[config.mk]
export PLATFORM = sky130hd
export DESIGN_NAME = keypad_code_lock_with_challenge_top_flat
export DESIGN_NICKNAME = d
export VERILOG_FILES = /design/src/rtl/kcl_pkg.sv /design/src/rtl/kcl_if.sv /design/src/rtl/kcl_alu.sv /design/src/rtl/keypad_code_lock_with_challenge_top.sv /design/src/flat_wrapper.sv
export SDC_FILE = /design/constraint.sdc
export NUM_CORES = 1
export LEC_CHECK = 0
export ABC_CLOCK_PERIOD_IN_PS = 6300
export BUFFER_PORTS_ARGS = -buffer_cell sky130_fd_sc_hd__buf_4
export CORE_ASPECT_RATIO = 1.2
export CORE_MARGIN = 4
export CORE_UTILIZATION = 61
export CTS_CLUSTER_DIAMETER = 60
export DETAILED_ROUTE_END_ITERATION = 8
export PLACE_DENSITY = 0.83
export SLEW_MARGIN = 15
export SYNTH_ARGS = -nofsm -noshare
export SYNTH_HDL_FRONTEND = slang
export SYNTH_HIERARCHICAL = 1
export SYNTH_SLANG_ARGS = --single-unit
export TNS_END_PERCENT = 100
[constraint.sdc]
create_clock -name clk -period 6.3 [get_ports clk]
set_clock_uncertainty 0.2 [all_clocks]
set_input_delay 1.26 -clock clk [delete_from_list [all_inputs] [get_ports clk]]
set_output_delay 1.26 -clock clk [all_outputs]
set_load 0.02 [all_outputs]
[src/rtl/kcl_pkg.sv]
// Shared types and constants for the keypad code lock with sum challenge.
// No dependencies; every other file of the block refers to this package.
`default_nettype none

package kcl_pkg;

	localparam int ENTRY_DEPTH_DEF = 16;
	localparam int CODE_DIGITS_DEF = 6;

	localparam int KEY_W     = 4;
	localparam int RAND_W    = 14;
	localparam int EV_W      = 3;
	localparam int COUNT_W   = 5;
	localparam int FAIL_W    = 4;
	localparam int CODE_W    = 24;
	localparam int CLEN_W    = 3;
	localparam int CFG_IDX_W = 2;
	localparam int ALU_W     = 17;
	localparam int NIB_W     = 3;
	localparam int BIT_W     = 4;

	localparam logic [KEY_W-1:0] KEY_DIGIT_MAX = 4'd9;
	localparam logic [KEY_W-1:0] KEY_BACKSPACE = 4'd10;
	localparam logic [KEY_W-1:0] KEY_ENTER     = 4'd11;

	localparam logic [RAND_W-1:0] CHAL_RANGE   = 14'd10000;
	localparam logic [ALU_W-1:0]  VAL_CAP      = 17'd100000;
	localparam logic [ALU_W-1:0]  VAL_SAT_FROM = 17'd10000;
	localparam logic [FAIL_W-1:0] FAIL_MAX     = 4'hF;

	localparam logic [CFG_IDX_W-1:0] CFG_CODE_BCD    = 2'd0;
	localparam logic [CFG_IDX_W-1:0] CFG_CODE_LENGTH = 2'd1;
	localparam logic [CFG_IDX_W-1:0] CFG_FAIL_LIMIT  = 2'd2;

	localparam logic [CODE_W-1:0] CODE_BCD_RST    = 24'h000741;
	localparam logic [CLEN_W-1:0] CODE_LENGTH_RST = 3'd3;
	localparam logic [FAIL_W-1:0] FAIL_LIMIT_RST  = 4'd3;

	typedef enum logic [EV_W-1:0] {
		EV_DIGIT,
		EV_DELETED,
		EV_UNLOCKED,
		EV_WRONG,
		EV_PASSED,
		EV_CLOSED,
		EV_IGNORED
	} kcl_event_t;

	typedef enum logic [3:0] {
		S_IDLE,
		S_DECODE,
		S_SUM,
		S_READ,
		S_MUL,
		S_ADD,
		S_CMP,
		S_CHECK,
		S_MOD1,
		S_DSUB,
		S_DIV,
		S_FINISH
	} kcl_state_t;

	typedef struct packed {
		logic [ALU_W-1:0] a;
		logic [ALU_W-1:0] b;
		logic             sub;
	} kcl_alu_req_t;

	typedef struct packed {
		logic [ALU_W-1:0] sum;
		logic             carry;
		logic             zero;
	} kcl_alu_rsp_t;

endpackage

`default_nettype wire

[src/rtl/kcl_if.sv]
// Valid/ready channel interfaces for keypad events and lock results.
// Depends on kcl_pkg for field widths.
`default_nettype none

interface kcl_in_if;
	logic                      valid;
	logic                      ready;
	logic [kcl_pkg::KEY_W-1:0]  key_code;
	logic [kcl_pkg::RAND_W-1:0] rand_first;
	logic [kcl_pkg::RAND_W-1:0] rand_second;

	modport source (output valid, key_code, rand_first, rand_second, input ready);
	modport sink (input valid, key_code, rand_first, rand_second, output ready);
endinterface

interface kcl_out_if;
	logic                       valid;
	logic                       ready;
	logic [kcl_pkg::EV_W-1:0]    event_res;
	logic [kcl_pkg::COUNT_W-1:0] entry_count;
	logic                       door_open;
	logic                       challenge_mode;
	logic [kcl_pkg::RAND_W-1:0]  challenge_first;
	logic [kcl_pkg::RAND_W-1:0]  challenge_second;
	logic [kcl_pkg::FAIL_W-1:0]  failures;

	modport source (output valid, event_res, entry_count, door_open, challenge_mode,
		challenge_first, challenge_second, failures, input ready);
	modport sink (input valid, event_res, entry_count, door_open, challenge_mode,
		challenge_first, challenge_second, failures, output ready);
endinterface

`default_nettype wire

[src/rtl/kcl_alu.sv]
// Shared add/subtract unit with carry and zero flags.
// Depends on kcl_pkg for the request and response structs.
`default_nettype none

module kcl_alu (
	input  kcl_pkg::kcl_alu_req_t req,
	output kcl_pkg::kcl_alu_rsp_t rsp
);

	logic [kcl_pkg::ALU_W-1:0] b_op;
	logic [kcl_pkg::ALU_W:0]   full;

	// subtract as a + ~b + 1; carry high then means a >= b
	assign b_op = req.sub ? ~req.b : req.b;
	assign full = {1'b0, req.a} + {1'b0, b_op} + {{kcl_pkg::ALU_W{1'b0}}, req.sub};

	assign rsp.sum   = full[kcl_pkg::ALU_W-1:0];
	assign rsp.carry = full[kcl_pkg::ALU_W];
	assign rsp.zero  = (full[kcl_pkg::ALU_W-1:0] == '0);

endmodule

`default_nettype wire

[src/rtl/keypad_code_lock_with_challenge_top.sv]
// Keypad code lock with sum challenge: sequencer, entry memory and state registers.
// Depends on kcl_pkg, kcl_if.sv (channel interfaces) and kcl_alu (shared adder).
//
//  Port     Dir  Transfer on        Carries
//  keys     in   valid & ready      key_code, rand_first, rand_second
//  result   out  valid & ready      event_res, entry_count, door_open, challenge_mode,
//                                   challenge_first, challenge_second, failures
//  cfg_*    in   cfg_we             cfg_index selects code_bcd, code_length, fail_limit
//
// Digit, backspace, ignored keys and enter while open pass idle, decode and finish.
// Enter while closed: the code check compares each held digit (a length mismatch skips
// the compare), the challenge check builds the entered value. Both end in a 14-step
// remainder for the challenge redraw; all arithmetic goes through one adder.
// Reset clears the lock state and loads the default code; no clearing pass.
// keys.ready is high only in idle; a finished result waits in the output
// register and does not block the next transfer on keys.
`default_nettype none

module keypad_code_lock_with_challenge_top #(
	parameter int ENTRY_DEPTH = kcl_pkg::ENTRY_DEPTH_DEF,
	parameter int CODE_DIGITS = kcl_pkg::CODE_DIGITS_DEF
) (
	input  wire logic                              clk,
	input  wire logic                              arst_n,
	input  wire logic                              cfg_we,
	input  wire logic [kcl_pkg::CFG_IDX_W-1:0]     cfg_index,
	input  wire logic [kcl_pkg::CODE_W-1:0]        cfg_data,
	kcl_in_if.sink                                 keys,
	kcl_out_if.source                              result
);

	localparam int LEN_W  = $clog2(ENTRY_DEPTH + 1);
	localparam int ADDR_W = $clog2(ENTRY_DEPTH);
	localparam int ALU_W  = kcl_pkg::ALU_W;
	localparam int RAND_W = kcl_pkg::RAND_W;

	kcl_pkg::kcl_state_t state_q, state_d;

	// configuration
	logic [kcl_pkg::CODE_W-1:0] code_q;
	logic [kcl_pkg::CLEN_W-1:0] clen_q;
	logic [kcl_pkg::FAIL_W-1:0] flim_q;

	// lock state
	logic [LEN_W-1:0]           len_q;
	logic [kcl_pkg::FAIL_W-1:0] fail_q;
	logic                       door_q;
	logic [RAND_W-1:0]          cf_q;
	logic [RAND_W-1:0]          cs_q;

	// sequencer
	logic                       chal_q;
	logic                       match_q;
	logic [LEN_W-1:0]           idx_q;
	logic [kcl_pkg::NIB_W-1:0]  nib_q;
	logic [kcl_pkg::BIT_W-1:0]  bit_q;
	kcl_pkg::kcl_event_t        ev_q;
	logic                       out_valid_q;

	// item and working registers
	logic [kcl_pkg::KEY_W-1:0]  key_q;
	logic [RAND_W-1:0]          r1_q;
	logic [RAND_W-1:0]          r2_q;
	logic [ALU_W-1:0]           acc_q;
	logic [ALU_W-1:0]           tmp_q;
	logic [ALU_W-1:0]           tgt_q;
	logic [RAND_W-1:0]          cfn_q;
	logic [RAND_W-1:0]          div_q;
	logic [RAND_W-1:0]          rem_q;
	logic [kcl_pkg::KEY_W-1:0]  rd_q;
	logic [kcl_pkg::KEY_W-1:0]  mem [ENTRY_DEPTH];

	// result register
	kcl_pkg::kcl_event_t        ev_out_q;
	logic [kcl_pkg::COUNT_W-1:0] cnt_out_q;
	logic                       door_out_q;
	logic                       chal_out_q;
	logic [RAND_W-1:0]          cf_out_q;
	logic [RAND_W-1:0]          cs_out_q;
	logic [kcl_pkg::FAIL_W-1:0] fail_out_q;

	kcl_pkg::kcl_alu_req_t alu_req;
	kcl_pkg::kcl_alu_rsp_t alu_rsp;

	logic                       accept;
	logic                       out_load;
	logic                       chal_now;
	logic [3:0]                 clen_eff;
	logic                       len_ok;
	logic [31:0]                code_w;
	logic [kcl_pkg::KEY_W-1:0]  code_nib;
	logic [RAND_W:0]            shifted;
	logic [RAND_W-1:0]          rem_next;
	logic [31:0]                len_w;

	kcl_alu u_alu (
		.req (alu_req),
		.rsp (alu_rsp)
	);

	assign accept   = keys.valid && keys.ready;
	assign out_load = (state_q == kcl_pkg::S_FINISH) && (state_d == kcl_pkg::S_IDLE);
	assign chal_now = (fail_q >= flim_q);
	assign clen_eff = ({1'b0, clen_q} > 4'(CODE_DIGITS)) ? 4'(CODE_DIGITS) : {1'b0, clen_q};
	assign len_ok   = (32'(len_q) == 32'(clen_eff));
	assign code_w   = 32'(code_q);
	assign code_nib = code_w[{nib_q, 2'b00} +: 4];
	assign shifted  = {rem_q, r2_q[bit_q]};
	assign rem_next = alu_rsp.carry ? alu_rsp.sum[RAND_W-1:0] : shifted[RAND_W-1:0];
	assign len_w    = 32'(len_q);

	always_ff @(posedge clk or negedge arst_n) begin
		if (!arst_n) begin
			state_q <= kcl_pkg::S_IDLE;
		end else begin
			state_q <= state_d;
		end
	end

	always_comb begin
		state_d = state_q;
		alu_req = '{a: '0, b: '0, sub: 1'b0};
		unique case (state_q)
			kcl_pkg::S_IDLE: begin
				if (keys.valid) state_d = kcl_pkg::S_DECODE;
			end
			kcl_pkg::S_DECODE: begin
				if (door_q || key_q != kcl_pkg::KEY_ENTER) state_d = kcl_pkg::S_FINISH;
				else if (chal_now) state_d = kcl_pkg::S_SUM;
				else if (len_ok) state_d = kcl_pkg::S_READ;
				else state_d = kcl_pkg::S_MOD1;
			end
			kcl_pkg::S_SUM: begin
				alu_req = '{a: ALU_W'(cf_q), b: ALU_W'(cs_q), sub: 1'b0};
				state_d = kcl_pkg::S_READ;
			end
			kcl_pkg::S_READ: begin
				if (idx_q == len_q) state_d = chal_q ? kcl_pkg::S_CHECK : kcl_pkg::S_MOD1;
				else state_d = chal_q ? kcl_pkg::S_MUL : kcl_pkg::S_CMP;
			end
			kcl_pkg::S_MUL: begin
				// times ten as 8v + 2v
				alu_req = '{a: {acc_q[ALU_W-4:0], 3'b000}, b: {acc_q[ALU_W-2:0], 1'b0},
					sub: 1'b0};
				state_d = kcl_pkg::S_ADD;
			end
			kcl_pkg::S_ADD: begin
				alu_req = '{a: tmp_q, b: ALU_W'(rd_q), sub: 1'b0};
				state_d = kcl_pkg::S_READ;
			end
			kcl_pkg::S_CMP: begin
				alu_req = '{a: ALU_W'(rd_q), b: ALU_W'(code_nib), sub: 1'b1};
				state_d = kcl_pkg::S_READ;
			end
			kcl_pkg::S_CHECK: begin
				alu_req = '{a: acc_q, b: tgt_q, sub: 1'b1};
				state_d = kcl_pkg::S_MOD1;
			end
			kcl_pkg::S_MOD1: begin
				alu_req = '{a: ALU_W'(r1_q), b: ALU_W'(kcl_pkg::CHAL_RANGE), sub: 1'b1};
				state_d = kcl_pkg::S_DSUB;
			end
			kcl_pkg::S_DSUB: begin
				alu_req = '{a: ALU_W'(kcl_pkg::CHAL_RANGE), b: ALU_W'(cfn_q), sub: 1'b1};
				state_d = kcl_pkg::S_DIV;
			end
			kcl_pkg::S_DIV: begin
				alu_req = '{a: ALU_W'(shifted), b: ALU_W'(div_q), sub: 1'b1};
				if (bit_q == '0) state_d = kcl_pkg::S_FINISH;
			end
			kcl_pkg::S_FINISH: begin
				if (!out_valid_q || result.ready) state_d = kcl_pkg::S_IDLE;
			end
			default: state_d = kcl_pkg::S_IDLE;
		endcase
	end

	// control and lock state
	always_ff @(posedge clk or negedge arst_n) begin
		if (!arst_n) begin
			code_q      <= kcl_pkg::CODE_BCD_RST;
			clen_q      <= kcl_pkg::CODE_LENGTH_RST;
			flim_q      <= kcl_pkg::FAIL_LIMIT_RST;
			len_q       <= '0;
			fail_q      <= '0;
			door_q      <= 1'b0;
			cf_q        <= '0;
			cs_q        <= '0;
			chal_q      <= 1'b0;
			match_q     <= 1'b0;
			idx_q       <= '0;
			nib_q       <= '0;
			bit_q       <= '0;
			ev_q        <= kcl_pkg::EV_IGNORED;
			out_valid_q <= 1'b0;
		end else begin
			if (cfg_we) begin
				unique case (cfg_index)
					kcl_pkg::CFG_CODE_BCD:    code_q <= cfg_data;
					kcl_pkg::CFG_CODE_LENGTH: clen_q <= cfg_data[kcl_pkg::CLEN_W-1:0];
					kcl_pkg::CFG_FAIL_LIMIT:  flim_q <= cfg_data[kcl_pkg::FAIL_W-1:0];
					default: ;
				endcase
			end

			if (out_load) out_valid_q <= 1'b1;
			else if (result.ready) out_valid_q <= 1'b0;

			case (state_q)
				kcl_pkg::S_DECODE: begin
					chal_q  <= chal_now;
					// a length mismatch skips the digit compare and must fail
					match_q <= len_ok;
					idx_q   <= '0;
					nib_q   <= kcl_pkg::NIB_W'(clen_eff - 4'd1);
					ev_q    <= kcl_pkg::EV_IGNORED;
					if (door_q) begin
						if (key_q == kcl_pkg::KEY_ENTER) begin
							door_q <= 1'b0;
							ev_q   <= kcl_pkg::EV_CLOSED;
						end
					end else if (key_q <= kcl_pkg::KEY_DIGIT_MAX) begin
						if (len_q != LEN_W'(ENTRY_DEPTH)) begin
							len_q <= len_q + 1'b1;
							ev_q  <= kcl_pkg::EV_DIGIT;
						end
					end else if (key_q == kcl_pkg::KEY_BACKSPACE) begin
						if (len_q != '0) begin
							len_q <= len_q - 1'b1;
							ev_q  <= kcl_pkg::EV_DELETED;
						end
					end
				end
				kcl_pkg::S_ADD: idx_q <= idx_q + 1'b1;
				kcl_pkg::S_CMP: begin
					if (!alu_rsp.zero) match_q <= 1'b0;
					idx_q <= idx_q + 1'b1;
					nib_q <= nib_q - 1'b1;
				end
				kcl_pkg::S_CHECK: match_q <= alu_rsp.zero;
				kcl_pkg::S_DSUB: bit_q <= kcl_pkg::BIT_W'(RAND_W - 1);
				kcl_pkg::S_DIV: begin
					if (bit_q != '0) begin
						bit_q <= bit_q - 1'b1;
					end else begin
						// commit the enter outcome and the new challenge
						cf_q  <= cfn_q;
						cs_q  <= rem_next;
						len_q <= '0;
						if (match_q) begin
							fail_q <= '0;
							if (chal_q) begin
								ev_q <= kcl_pkg::EV_PASSED;
							end else begin
								ev_q   <= kcl_pkg::EV_UNLOCKED;
								door_q <= 1'b1;
							end
						end else begin
							ev_q <= kcl_pkg::EV_WRONG;
							if (fail_q != kcl_pkg::FAIL_MAX) fail_q <= fail_q + 1'b1;
						end
					end
				end
				default: ;
			endcase
		end
	end

	// item, working and result registers
	always_ff @(posedge clk) begin
		if (accept) begin
			key_q <= keys.key_code;
			r1_q  <= keys.rand_first;
			r2_q  <= keys.rand_second;
		end
		case (state_q)
			kcl_pkg::S_SUM: begin
				tgt_q <= alu_rsp.sum;
				acc_q <= '0;
			end
			kcl_pkg::S_MUL: tmp_q <= alu_rsp.sum;
			kcl_pkg::S_ADD: acc_q <= (acc_q >= kcl_pkg::VAL_SAT_FROM) ? kcl_pkg::VAL_CAP
				: alu_rsp.sum;
			kcl_pkg::S_MOD1: cfn_q <= alu_rsp.carry ? alu_rsp.sum[RAND_W-1:0] : r1_q;
			kcl_pkg::S_DSUB: begin
				div_q <= alu_rsp.sum[RAND_W-1:0];
				rem_q <= '0;
			end
			kcl_pkg::S_DIV: rem_q <= rem_next;
			default: ;
		endcase
		if (out_load) begin
			ev_out_q   <= ev_q;
			cnt_out_q  <= len_w[kcl_pkg::COUNT_W-1:0];
			door_out_q <= door_q;
			chal_out_q <= chal_now;
			cf_out_q   <= cf_q;
			cs_out_q   <= cs_q;
			fail_out_q <= fail_q;
		end
	end

	// entry buffer
	always_ff @(posedge clk) begin
		if (state_q == kcl_pkg::S_DECODE && !door_q && key_q <= kcl_pkg::KEY_DIGIT_MAX
			&& len_q != LEN_W'(ENTRY_DEPTH)) begin
			mem[len_q[ADDR_W-1:0]] <= key_q;
		end
		rd_q <= mem[idx_q[ADDR_W-1:0]];
	end

	assign keys.ready              = (state_q == kcl_pkg::S_IDLE);
	assign result.valid            = out_valid_q;
	assign result.event_res        = ev_out_q;
	assign result.entry_count      = cnt_out_q;
	assign result.door_open        = door_out_q;
	assign result.challenge_mode   = chal_out_q;
	assign result.challenge_first  = cf_out_q;
	assign result.challenge_second = cs_out_q;
	assign result.failures         = fail_out_q;

	a_busy_after_transfer: assert property (@(posedge clk) disable iff (!arst_n)
		accept |=> !keys.ready)
		else $error("keys.ready high right after a transfer");

	a_len_bound: assert property (@(posedge clk) disable iff (!arst_n)
		len_q <= LEN_W'(ENTRY_DEPTH))
		else $error("entry length beyond buffer depth");

	a_open_no_fail: assert property (@(posedge clk) disable iff (!arst_n)
		door_q |-> fail_q == '0)
		else $error("failure count nonzero while door open");

	a_chal_range: assert property (@(posedge clk) disable iff (!arst_n)
		(15'(cf_q) + 15'(cs_q)) < 15'(kcl_pkg::CHAL_RANGE))
		else $error("challenge operands out of range");

	a_rem_below_div: assert property (@(posedge clk) disable iff (!arst_n)
		state_q == kcl_pkg::S_DIV |-> rem_q < div_q)
		else $error("partial remainder not below divisor");

endmodule

`default_nettype wire

[src/flat_wrapper.sv]
// flat-port wrapper written by rule: the top's interface ports become plain ports
module keypad_code_lock_with_challenge_top_flat 
#(
	parameter int ENTRY_DEPTH = kcl_pkg::ENTRY_DEPTH_DEF,
	parameter int CODE_DIGITS = kcl_pkg::CODE_DIGITS_DEF
)
  (clk, arst_n, cfg_we, cfg_index, cfg_data, keys_valid, keys_key_code, keys_rand_first, keys_rand_second, keys_ready, result_valid, result_event_res, result_entry_count, result_door_open, result_challenge_mode, result_challenge_first, result_challenge_second, result_failures, result_ready);
  kcl_in_if keys_i ();
  kcl_out_if result_i ();
  input  wire logic clk;
  input  wire logic arst_n;
  input  wire logic cfg_we;
  input  wire logic [kcl_pkg::CFG_IDX_W-1:0] cfg_index;
  input  wire logic [kcl_pkg::CODE_W-1:0] cfg_data;
  input wire logic [$bits(keys_i.valid)-1:0] keys_valid;
  input wire logic [$bits(keys_i.key_code)-1:0] keys_key_code;
  input wire logic [$bits(keys_i.rand_first)-1:0] keys_rand_first;
  input wire logic [$bits(keys_i.rand_second)-1:0] keys_rand_second;
  output wire logic [$bits(keys_i.ready)-1:0] keys_ready;
  output wire logic [$bits(result_i.valid)-1:0] result_valid;
  output wire logic [$bits(result_i.event_res)-1:0] result_event_res;
  output wire logic [$bits(result_i.entry_count)-1:0] result_entry_count;
  output wire logic [$bits(result_i.door_open)-1:0] result_door_open;
  output wire logic [$bits(result_i.challenge_mode)-1:0] result_challenge_mode;
  output wire logic [$bits(result_i.challenge_first)-1:0] result_challenge_first;
  output wire logic [$bits(result_i.challenge_second)-1:0] result_challenge_second;
  output wire logic [$bits(result_i.failures)-1:0] result_failures;
  input wire logic [$bits(result_i.ready)-1:0] result_ready;
  assign keys_i.valid = keys_valid;
  assign keys_i.key_code = keys_key_code;
  assign keys_i.rand_first = keys_rand_first;
  assign keys_i.rand_second = keys_rand_second;
  assign keys_ready = keys_i.ready;
  assign result_valid = result_i.valid;
  assign result_event_res = result_i.event_res;
  assign result_entry_count = result_i.entry_count;
  assign result_door_open = result_i.door_open;
  assign result_challenge_mode = result_i.challenge_mode;
  assign result_challenge_first = result_i.challenge_first;
  assign result_challenge_second = result_i.challenge_second;
  assign result_failures = result_i.failures;
  assign result_i.ready = result_ready;
  keypad_code_lock_with_challenge_top #(.ENTRY_DEPTH(ENTRY_DEPTH), .CODE_DIGITS(CODE_DIGITS)) u_core (.clk(clk), .arst_n(arst_n), .cfg_we(cfg_we), .cfg_index(cfg_index), .cfg_data(cfg_data), .keys(keys_i), .result(result_i));
endmodule
After elaboration in Yosys (flattened, before gate mapping)
Memories as Yosys holds them, arrays and structs flattened. A register that Yosys moved wholly into a read port is not among the register bits.
Cells that the tools add are included.
{"block": "totals", "ff_bits": 258, "latchBits": 0, "ram_bits": 64, "mem_bits_ro": 0, "in_bits": 63, "output_inout_bits": 44, "word_cells": 170, "memories": 1}
{"name": "u_core.mem", "depth": 16, "width": 4, "read_ports": 1, "rd_ports_with_merged_regs": 1, "write_ports": 1, "line": "keypad_code_lock_with_challenge_top.sv:71", "text": "logic [kcl_pkg::KEY_W-1:0] mem [ENTRY_DEPTH];"}
{"block": "op_classes", "addsub": 9, "mul": 0, "n_div": 0, "order_cmp": 5, "n_eq_ne": 29, "n_shift": 1, "muxes": 55, "bitwise": 2, "reduce_logical": 36}
{"op": "one-hot mux 35 bit (8 select lines)", "n": 1}
{"op": "two-way mux 4 bit", "n": 11}
{"op": "one-hot mux 4 bit (10 select lines)", "n": 1}
{"op": "two-way mux 17 bit", "n": 2}
{"op": "one-hot mux 17 bit (2 select lines)", "n": 1}
{"op": "variable part select 32 x 6 -> 4 bit", "n": 1}
{"op": "two-way mux 5 bit", "n": 6}
{"op": "two-way mux 14 bit", "n": 2}
{"op": "one-hot mux 14 bit (2 select lines)", "n": 1}
{"op": "two-way mux 3 bit", "n": 9}
{"op": "equality test 4 bit, second input constant", "n": 6}
{"op": "one-hot mux 5 bit (2 select lines)", "n": 2}
{"op": "adder 17 x 17 -> 18 bit", "n": 1}
{"op": "adder 18 x 1 -> 18 bit", "n": 1}
{"op": ">= comparator 17 x 14 -> 1 bit, second input constant", "n": 1}
{"op": "zero test 17 bit", "n": 1}
{"op": "NOT 17 bit", "n": 1}
{"op": "equality test 4 x 3 -> 1 bit, second input constant", "n": 4}
{"op": "AND reduction 2 bit", "n": 7}
{"op": "nonzero test 2 bit", "n": 7}
{"op": "zero test 4 bit", "n": 3}
{"op": "one-hot mux 3 bit (2 select lines)", "n": 2}
{"op": "two-way mux 1 bit", "n": 11}
{"op": "adder 5 x 1 -> 5 bit, second input constant", "n": 2}
{"op": "38 further kinds", "n": 53}

Longest topological paths before layout
Gate-level depths: netlist of the first run.
{"block": "depth", "depth_word": 10, "depth_mapped": 20, "ltp_nobuf": 17}

Cells and area by module
Netlist of the first run, hierarchy kept.
{"module": "keypad_code_lock_with_challenge_top", "instances": 1, "cells_each": 990, "area_per_inst_um2": 13954.6, "seq_area_each_um2": 9307.7}
{"module": "kcl_alu", "instances": 1, "cells_each": 146, "area_per_inst_um2": 1131.1, "seq_area_each_um2": 0.0}

Worst setup path before layout of the first run
OpenSTA, ideal clock, no wires.
{"block": "synth_timing", "path_kind": "register to register", "startpoint": "register u_core.state_q[3]", "endpoint": "register u_core.cfn_q[10] (data pin)", "setup_time_ns": 0.260, "arrival_time_ns": 4.708, "slack_ns": 1.132, "stages_incl_launch_ff": 19, "n_path_buf": 4, "synth_period_minus_slack_ns": 5.168, "cell_sequence": "dfrtp_1 -> nand2b_1 -> clkbuf_1 -> nor3_2 -> clkbuf_1 -> nand2_1 -> nand3_1 -> xor2_1 -> ha_1 -> nand2_1 -> nor3_1 -> o41ai_2 -> o21ai_0 -> and3_1 -> o21ai_0 -> nand2b_1 -> clkbuf_1 -> clkbuf_1 -> mux2_2"}
{"element": "start, declared", "line": "keypad_code_lock_with_challenge_top.sv:37", "text": "kcl_pkg::kcl_state_t state_q, state_d;"}
{"element": "start signal, assigned", "line": "keypad_code_lock_with_challenge_top.sv:114", "text": "state_q <= kcl_pkg::S_IDLE;"}
{"element": "start signal, assigned", "line": "keypad_code_lock_with_challenge_top.sv:116", "text": "state_q <= state_d;"}
{"element": "end signal, assigned", "line": "keypad_code_lock_with_challenge_top.sv:284", "text": "kcl_pkg::S_MOD1: cfn_q <= alu_rsp.carry ? alu_rsp.sum[RAND_W-1:0] : r1_q;"}
{"element": "end, declared", "line": "keypad_code_lock_with_challenge_top.sv:67", "text": "logic [RAND_W-1:0] cfn_q;"}

==> out/metrics.csv, run 1 <==
metric,value,unit
Hold/Removal Path Class,flip-flop to flip-flop,
CP Data Required Time,6.51,ns
DR WL/cell,22.7,um
reg2reg setup slack,0.73,ns
clock period minus worst slack,5.57,ns
number of synthesized flops with an enable pin,231,
CP Class,flip-flop to flip-flop,
reg2reg path depth,17,
Non-Filler Instances,1580,
biggest area consumer among synthesized cells,edfxtp_1,
fin. max-slew vios,0,
share of cells above drive strength 1,23.5,%
CP cell instances,buf_4 -> nand2_1 -> nor2_2 -> a222oi_1 -> nand3_1 -> mux2i_4 -> inv_2 -> fa_1 -> a21o_1 -> a221oi_2 -> xnor2_1 -> or4_1 -> a2111oi_2 -> o2111ai_1 -> nor4_2 -> o22ai_1 -> a221oi_1,
clk buf depth,3,
Sinks on Clock Net,326,
# DRC,0,
Worst-path clk slew,0.06,ns
hold path endpoint,u_core/ev_q[1]$_DFFE_PN1P_,
die area,27300,sq um
maximum clock rate,179,MHz
NumNets Final,1330,
worst-skew pair later-pin latency,0.51,ns
GRT overflow,0,
post-synth top area share,46.0,%
Syn Nets,1232,
initial core utilization,62.5,%
synth top area cells,"edfxtp_1, dfrtp_1, mux4_2",
"Seq/Total Area, Yosys",61.7,%
Post-DRT Antenna Nets,0,
hold-critical path depth,2,
setup TNS,0,ns
unrepaired setup endpoints after global routing,no,
final critical-path share of the clock period,88.5,%
Syn Std Cell Area,15100,sq um
fin area,17400,sq um
Post-Place Cells,1518,
initial antenna violation count,0,
R2R Path Start,u_core/state_q[1]$_DFF_PN0_,
CTS tree,yes,
relative slew slack,33.2,%
static leakage,6.64,nW
PostCTS Resize Cnt,0,
"slowest stage cell, crit path",or4_1,
Core Area,24100,sq um
Placed Area,16200,sq um
outcome,"complete, no violations",
Num CTS Buffers,34,
Critical Path Fanout Max,21,
postcts setup bufs,0,
Die W,152,um
DR iter-0 viols,1148,
hpwl dp,23.5,mm
H-tree levels,2,
Slew @ Worst Pin,1.00,ns
CTS Hold Bufs,0,
Fin. Hold Viols,0,
Peak supply drop,0.289,mV
final wirelength,35.9,mm
Synth Flop Type,edfxtp_1,
clk root buf,clkbuf_16,
number of primary I/O pins,107,
worst path arrival time,5.78,ns
Synth-to-Final Area Change,15.3,%
largest net degree at the start of global routing,61,
Pwr per Cell Area,562,nW/um^2
port bufs,106,
crit end category,flip-flop,
crit start category,flip-flop,
async set or reset register ratio after synthesis,27.9,%
cell family with most CP delay,simple AND/OR/NAND/NOR gates,
Synthesis Warnings,6,
CP Launch Point,u_core/state_q[1]$_DFF_PN0_,
Mean Syn Cell Area,13.3,sq um
die height,180,um
"Buf+Inv Stages, Crit Path",2,
RR Endpoint,u_core/match_q$_DFFE_PN0P_,
CP max stage delay,0.61,ns
final setup fails,0,
number of global-route vias before repair,10300,
RD Place Congestion,0.929,
Netlist cell types,88,
# rows,62,
via count,10200,
cells after synthesis,1136,
gr usage total,26.5,%
Yosys reg bits,326,
vias per cell,6.48,
hold_sp,u_core/ev_q[1]$_DFFE_PN1P_,
diode count,0,
max_cap viols,0,
first-pass GRT wire length,56.6,mm
Pre-antenna DRT Iters,8,
Yosys cell counts (12+ instances only):
master,count
mux2i_1,24
xnor2_1,13
clkbuf_1,42
inv_1,25
and2_1,13
a22oi_1,59
buf_2,17
o21ai_0,35
nand3_1,34
mux4_2,24
dfrtp_1,80
nor3_1,33
xor2_1,25
nand2_1,107
nand2b_1,17
nor2_1,50
a21oi_1,32
edfxtp_1,231
a21o_1,12
mux2_2,47
ha_1,31
registers in the layout, summed over array words and instances (netlist names), 14 cells and up:
signal,count
u_core/code_q,24
u_core/rem_q,14
u_core/mem,64
u_core/tmp_q,17
u_core/acc_q,17
u_core/cf_q,14
u_core/r1_q,14
u_core/cfn_q,14
u_core/result.challenge_first,14
u_core/r2_q,14
u_core/div_q,14
u_core/cs_q,14
u_core/tgt_q,17
u_core/result.challenge_second,14
final cells by class:
class	instances	area [sq um]
Timing Repair Buffer	130	976
Clock inverter	14	186
Sequential cell	326	9310
Inverter	26	97.6
Clock buffer	48	997
Tap cell	320	400
Fill cell	1565	6730
Multi-Input combinational cell	716	5440
where the power goes:
| group | leakage (nW) | switching [W] | internal (W) |
|---|---|---|---|
| Clock | 0.573 | 0.000813 | 0.00128 |
| Sequential | 3.21 | 0.000476 | 0.00322 |
| Combinational | 2.85 | 0.00253 | 0.00146 |
| Total | 6.64 | 0.00382 | 0.00596 |
worst min-delay path: stages, from the launching register on:
cell	delay, ns
dfstp_2	0.37
nand2_1	0.04
o21ai_1	0.06
worst max-delay path by stage:
stage | end | depth (start not counted)
after floorplan | u_core/cfn_q[10]$_DFFE_PP_ | 18
after global placement | u_core/match_q$_DFFE_PN0P_ | 17
after detailed placement | u_core/match_q$_DFFE_PN0P_ | 17
after CTS | u_core/match_q$_DFFE_PN0P_ | 17
after global routing | u_core/match_q$_DFFE_PN0P_ | 17
final | u_core/match_q$_DFFE_PN0P_ | 17
cells by family after synthesis:
logic type / after synthesis / synth area share, %
buffers and inverters: 94 / 2.62
AO/OA/AOI/OAI: 237 / 11.4
multiplexers: 98 / 9.11
XOR/XNOR: 38 / 2.21
flip-flops: 326 / 61.7
adder cells (fa/ha/maj): 33 / 2.84
AND/OR/NAND/NOR: 310 / 10.1
per-layer routing:
layer	share of wire, %	global-route usage [%]
met5	0	0
met4	4.2	10.7
met3	8.0	4.45
met2	50	43.1
met1	38	35.6
cells in the final DEF, fill, tap and decap left out, types with 12 or more instances in the layout:
cell type	instances
mux2_2	47
nand3_1	34
xnor2_1	13
buf_4	130
nand2_1	107
o21ai_0	35
a22oi_1	59
clkbuf_16	37
xor2_1	25
nand2b_1	17
and2_1	12
mux4_2	24
a21o_1	12
mux2i_1	24
edfxtp_1	231
dfrtp_1	80
a21oi_1	31
nor3_1	29
ha_1	31
nor2_1	46
inv_1	25
stage by stage:
| stage | power, W | hold WS [ns] | setup WS, ns | util (%) |
|---|---|---|---|---|
| after floorplan | 0.00645 | 0.223 | 1.13 | - |
| after global placement | 0.00747 | 0.256 | 1.10 | 67.2 |
| after detailed placement | 0.00760 | 0.259 | 0.781 | 67.2 |
| after CTS | 0.00972 | 0.275 | 0.773 | 72.1 |
| after global routing | 0.0103 | 0.279 | 0.327 | 72.1 |
| final | 0.00978 | 0.270 | 0.725 | 72.1 |
Power figures use the tool's default switching activity.
==> run 2: changes to the inputs <==
--- a/config.mk
+++ b/config.mk
@@ -8,7 +8,7 @@
 export ABC_CLOCK_PERIOD_IN_PS = 6300
 export BUFFER_PORTS_ARGS = -buffer_cell sky130_fd_sc_hd__buf_4
 export CORE_ASPECT_RATIO = 1.2
-export CORE_MARGIN = 4
+export CORE_MARGIN = 2
 export CORE_UTILIZATION = 61
 export CTS_CLUSTER_DIAMETER = 60
 export DETAILED_ROUTE_END_ITERATION = 8
==> out/metrics.csv, run 2 (synthesized netlist as in run 1, its figures left out) <==
metric,value,unit
outcome,"complete, no violations",
hpwl dp,23.3,mm
Pwr per Cell Area,551,nW/um^2
highest-count cells in the layout ignoring fill and taps,"edfxtp_1, buf_4, nand2_1",
number of global-route vias before repair,10100,
static leakage,6.55,nW
worst setup path endpoint,u_core/match_q$_DFFE_PN0P_,
crit end category,flip-flop,
CP Launch Point,u_core/bit_q[0]$_DFFE_PN0P_,
max_cap viols,0,
cell family with most CP delay,compound AO/OA/AOI/OAI gates,
Critical Path Stages,17,
Critical Path Fanout Max,9,
Setup WS post-layout,1.00,ns
Sinks on Clock Net,326,
Synth-to-Final Area Change,14.3,%
clk buf depth,3,
Largest register FFs,64,
DR WL/cell,22.3,um
CP cell instances,mux2_4 -> a31o_1 -> o32a_1 -> a31oi_1 -> o211ai_1 -> mux2i_4 -> inv_2 -> fa_1 -> a21o_1 -> a221oi_2 -> xnor2_1 -> or4_1 -> a2111oi_2 -> o2111ai_1 -> nor4_2 -> o22ai_1 -> a221oi_1,
Finished Core Util,70.3,%
setup TNS,0,ns
port bufs,106,
Hold/Removal Path Class,flip-flop to flip-flop,
CP Data Required Time,6.58,ns
initial core utilization,61.5,%
"Buf+Inv Stages, Crit Path",1,
initial antenna violation count,0,
CP Class,flip-flop to flip-flop,
Die W,148,um
Clock Power Share,19.3,%
final wirelength,35.2,mm
Num CTS Buffers,31,
R2R Path Start,u_core/bit_q[0]$_DFFE_PN0P_,
FILL cells,1639,
worst-skew pair later-pin latency,0.57,ns
"most common cell after layout, fill and taps aside",edfxtp_1,
DR iter-0 viols,1051,
RD Place Congestion,0.953,
largest net degree at the start of global routing,57,
P_sw,0.00377,W
die area,26000,sq um
H-tree levels,1,
post-place setup slack,1.09,ns
"slowest stage cell, crit path",or4_1,
vias per cell,6.46,
die height,176,um
CP max stage delay,0.62,ns
Pre-antenna DRT Iters,6,
share of cells above drive strength 1,23.4,%
via count,10200,
crit start category,flip-flop,
Post-DRT Antenna Nets,0,
final setup fails,0,
PostCTS Resize Cnt,0,
worst path arrival time,5.57,ns
Peak supply drop,0.378,mV
postcts setup bufs,0,
first-pass GRT wire length,55.2,mm
NumNets Final,1328,
maximum clock rate,189,MHz
RR Endpoint,u_core/match_q$_DFFE_PN0P_,
Worst-path clk slew,0.07,ns
CTS tree,yes,
CTS Hold Bufs,0,
reg2reg setup slack,1.00,ns
fin. max-slew vios,0,
clk root buf,clkbuf_16,
# DRC,0,
Core Area,24500,sq um
gr usage total,27.2,%
Tot Pwr,0.00950,W
Comb pwr share,41.9,%
GRT overflow,0,
final critical-path share of the clock period,84.1,%
internal cell power,0.00573,W
switching part of the total power,39.7,%
unrepaired setup endpoints after global routing,no,
reg2reg path depth,17,
Reg power frac,38.7,%
hold_sp,u_core/ev_q[0]$_DFFE_PN0P_,
# rows,63,
Fin. Hold Viols,0,
number of primary I/O pins,107,
Slew @ Worst Pin,1.05,ns
clock period minus worst slack,5.30,ns
diode count,0,
relative slew slack,30.1,%
[run 2: cell count changes in the layout (fill, tap and decap cells not counted), sizes merged]
cell / delta
clkbuf: -12
clkinv: +7
buf: +1
bufinv: -1
clkinvlp: +1
inv: +1
[run 2: worst register-to-register path: stages (launching register included)]
cell and delay (ns):
dfrtp_1 0.55, mux2_4 0.35, a31o_1 0.26, o32a_1 0.39, a31oi_1 0.22, o211ai_1 0.19, mux2i_4 0.28, inv_2 0.07
fa_1 0.41, a21o_1 0.25, a221oi_2 0.25, xnor2_1 0.19, or4_1 0.62, a2111oi_2 0.24, o2111ai_1 0.17, nor4_2 0.19
o22ai_1 0.11, a221oi_1 0.25
[run 2: stage by stage]
| step | hold slack (ns) | cells | instance area [sq um] |
|---|---|---|---|
| after floorplan | 0.223 | 1136 | 15100 |
| after global placement | 0.251 | 1524 | 16200 |
| after detailed placement | 0.261 | 1524 | 16200 |
| after CTS | 0.282 | 1582 | 17200 |
| after global routing | 0.281 | 1582 | 17200 |
| final | 0.280 | 1582 | 17200 |
[run 2: layer usage]
metal  wire length, um  share of wire, %  up-vias  track usage [%]
li1                  -                 -     4549                -
met1             13400                38     5067             35.4
met2             17800                50      502             45.8
met3              2440               6.9      105             4.03
met4              1550               4.4        0             12.5
met5                 0                 0        -                0
[run 2: area by class of cell]
cell class | count | area (sq um) | share of cell area [%]
clock buffer | 36 | 805 | 4.67
clock inverter | 22 | 198 | 1.15
inverter | 26 | 97.6 | 0.566
multi-input combinational | 716 | 5430 | 31.5
sequential | 326 | 9310 | 54.0
tap | 325 | 407 | 2.36
timing repair buffer | 131 | 996 | 5.78
[run 2: how the worst min path moves through the flow]
stage	end	depth (start not counted)
after global routing	u_core/result.event_res[0]$_DFFE_PP_	0
after floorplan	u_core/result.entry_count[4]$_DFFE_PP_	0
after global placement	u_core/cf_q[0]$_DFFE_PN0P_	2
final	u_core/result.event_res[0]$_DFFE_PP_	0
after CTS	u_core/result.event_res[0]$_DFFE_PP_	0
after detailed placement	u_core/result.event_res[0]$_DFFE_PP_	0
[run 2: power by group through the flow]
stage / registers, W / logic (W) / clock network, W
after floorplan: 0.00354 / 0.00291 / 0
after global placement: 0.00369 / 0.00374 / 0
after detailed placement: 0.00371 / 0.00390 / 0
after CTS: 0.00368 / 0.00393 / 0.00186
after global routing: 0.00374 / 0.00435 / 0.00193
final: 0.00368 / 0.00398 / 0.00183
==> run 3: changes to the inputs <==
--- a/config.mk
+++ b/config.mk
@@ -5,7 +5,8 @@
 export SDC_FILE = /design/constraint.sdc
 export NUM_CORES = 1
 export LEC_CHECK = 0
-export ABC_CLOCK_PERIOD_IN_PS = 6300
+export ABC_AREA = 1
+export ABC_CLOCK_PERIOD_IN_PS = 5100
 export BUFFER_PORTS_ARGS = -buffer_cell sky130_fd_sc_hd__buf_4
 export CORE_ASPECT_RATIO = 1.2
 export CORE_MARGIN = 2
==> constraint.sdc (replaced) <==
create_clock -name clk -period 5.1 [get_ports clk]
set_clock_uncertainty 0.2 [all_clocks]
set_input_delay 1.02 -clock clk [delete_from_list [all_inputs] [get_ports clk]]
set_output_delay 1.02 -clock clk [all_outputs]
set_load 0.02 [all_outputs]
==> out/metrics.csv, run 3 <==
metric,value,unit
Syn Nets,1673,
Peak supply drop,0.478,mV
Core Area,24800,sq um
DR iter-0 viols,1173,
cell family with most CP delay,simple AND/OR/NAND/NOR gates,
die height,178,um
synth top area cells,"edfxtp_1, dfrtp_1, nand2_1",
final wirelength,41.0,mm
worst path arrival time,4.83,ns
share of cells above drive strength 1,14.8,%
Pwr per Cell Area,727,nW/um^2
biggest area consumer among synthesized cells,edfxtp_1,
CP Class,flip-flop to flip-flop,
cells after synthesis,1577,
Commonest cells post-synth,"nand2_1, edfxtp_1, inv_1, nor2_1, o21ai_0",
Largest register FFs,64,
first-pass GRT wire length,63.0,mm
fin. max-slew vios,0,
"Buf+Inv Stages, Crit Path",5,
GRT overflow,0,
max_cap viols,0,
H-tree levels,1,
Post-DRT Antenna Nets,0,
die area,26600,sq um
unrepaired setup endpoints after global routing,no,
Pre-antenna DRT Iters,6,
CP cell instances,inv_1 -> nor2_1 -> nand2_2 -> inv_1 -> buf_4 -> nand2_1 -> nand4_1 -> nor2_1 -> nand2_1 -> xor2_1 -> ha_1 -> nand2_1 -> inv_1 -> nand4_1 -> nand2_1 -> nand2_1 -> nand2_1 -> nand3_1 -> o211ai_1 -> buf_4 -> nand2_1 -> a21boi_0 -> nor2_1,
clock period minus worst slack,4.73,ns
"Seq/Total Area, Yosys",60.3,%
highest-count cells in the layout ignoring fill and taps,"nand2_1, edfxtp_1, inv_1",
clk root buf,clkbuf_16,
largest net degree at the start of global routing,57,
Synth Flop Type,edfxtp_1,
initial antenna violation count,0,
hpwl dp,28.7,mm
Synth-to-Final Area Change,14.3,%
Syn Std Cell Area,15400,sq um
Slew @ Worst Pin,1.16,ns
final critical-path share of the clock period,92.8,%
relative slew slack,22.8,%
post-synth top area share,44.9,%
Num CTS Buffers,30,
Die W,149,um
"most common cell after layout, fill and taps aside",nand2_1,
vias per cell,5.93,
Fin. Hold Viols,0,
Mean Syn Cell Area,9.79,sq um
maximum clock rate,211,MHz
crit end category,flip-flop,
Hold/Removal Path Class,input port to async pin,
async set or reset register ratio after synthesis,27.9,%
final setup fails,0,
top-count cell post-synth,nand2_1,
Netlist cell types,49,
crit start category,flip-flop,
# DRC,0,
DR WL/cell,20.1,um
gr usage total,31.1,%
clk buf depth,3,
postcts setup bufs,0,
initial core utilization,62.2,%
static leakage,7.60,nW
number of global-route vias before repair,12100,
NumNets Final,1787,
CP max stage delay,0.39,ns
Worst-path clk slew,0.07,ns
# rows,63,
RD Place Congestion,0.963,
via count,12100,
port bufs,106,
outcome,"complete, no violations",
Critical Path Fanout Max,29,
worst-skew pair later-pin latency,0.58,ns
Sinks on Clock Net,326,
CTS tree,yes,
setup TNS,0,ns
CP Data Required Time,5.19,ns
diode count,0,
number of synthesized flops with an enable pin,231,
crit-path most repeated cell,nand2_1,
Yosys reg bits,326,
Synthesis Warnings,6,
Tot Pwr,0.0128,W
number of primary I/O pins,107,
"slowest stage cell, crit path",dfrtp_1,
==> run 3: per-stage QoR <==
stage | hold slack (ns) | cells | utilization [%] | instance area [sq um] | setup WS [ns]
after floorplan | 0.226 | 1577 | - | 15400 | 1.23
after global placement | 0.249 | 1984 | 66.8 | 16600 | 0.252
after detailed placement | 0.251 | 1984 | 66.8 | 16600 | 0.339
after CTS | 0.266 | 2040 | 71.0 | 17600 | 0.346
after global routing | 0.285 | 2040 | 71.1 | 17600 | 0.110
final | 0.269 | 2040 | 71.1 | 17600 | 0.367
==> run 3: worst reg2reg max path: cells and delay by family (launching register included) <==
kind                     cells  cell delay (ns)
AND/OR/NAND/NOR             14             1.72
buffers and inverters        5             1.06
AO/OA/AOI/OAI                2             0.54
flip-flops                   1             0.39
adder cells (fa/ha/maj)      1             0.29
XOR/XNOR                     1             0.26
==> run 3: routing by layer <==
| metal | up-vias | wire length [um] | GRT usage, % |
|---|---|---|---|
| li1 | 5552 | - | - |
| met1 | 5672 | 14100 | 36.3 |
| met2 | 683 | 20800 | 55.0 |
| met3 | 190 | 3350 | 3.71 |
| met4 | 0 | 2800 | 19.0 |
| met5 | - | 0 | 0 |
==> run 3: layout make-up <==
type                       count  area, sq um
fill                        1824         7180
clock inverter                16          205
timing repair buffer         133          998
clock buffer                  40          840
multi-input combinational   1021         5210
sequential                   326         9310
tap                          325          407
inverter                     179          676
==> run 3: what timing repair did <==
item                       CTS  global route
hold buffers                 0             0
setup endpoints to repair    0            22
gates resized for setup      0             2
hold endpoints to repair     0             0
==> run 3: worst paths after layout <==
| check | from | to | cells past startpoint | slack (ns) |
|---|---|---|---|---|
| setup / recovery | u_core/state_q[2]$_DFF_PN0_ | u_core/rem_q[8]$_SDFFCE_PN0P_ | 23 | 0.37 |
| hold / removal | arst_n | u_core/idx_q[3]$_DFFE_PN0P_ | 1 | 0.27 |
| setup reg to reg | u_core/state_q[2]$_DFF_PN0_ | u_core/rem_q[8]$_SDFFCE_PN0P_ | 23 | 0.37 |
| hold reg to reg | u_core/ev_q[0]$_DFFE_PN0P_ | u_core/result.event_res[0]$_DFFE_PP_ | 0 | 0.27 |
| max in group asynchronous | arst_n | u_core/cf_q[13]$_DFFE_PN0P_ | 2 | 3.35 |
| min in group clk | u_core/ev_q[0]$_DFFE_PN0P_ | u_core/result.event_res[0]$_DFFE_PP_ | 0 | 0.27 |
==> run 3: report_power, final <==
| part | leakage [nW] | total [W] | switching [W] | internal, W |
|---|---|---|---|---|
| clock | 0.512 | 0.00235 | 0.000987 | 0.00137 |
| combinational | 3.80 | 0.00594 | 0.00421 | 0.00173 |
| sequential | 3.28 | 0.00453 | 0.000500 | 0.00403 |
==> run 3: cell families after synthesis <==
family | synth area share (%)
AO/OA/AOI/OAI | 9.34
XOR/XNOR | 1.25
adder cells (fa/ha/maj) | 2.77
buffers and inverters | 6.06
flip-flops | 60.3
multiplexers | 1.46
AND/OR/NAND/NOR | 18.8
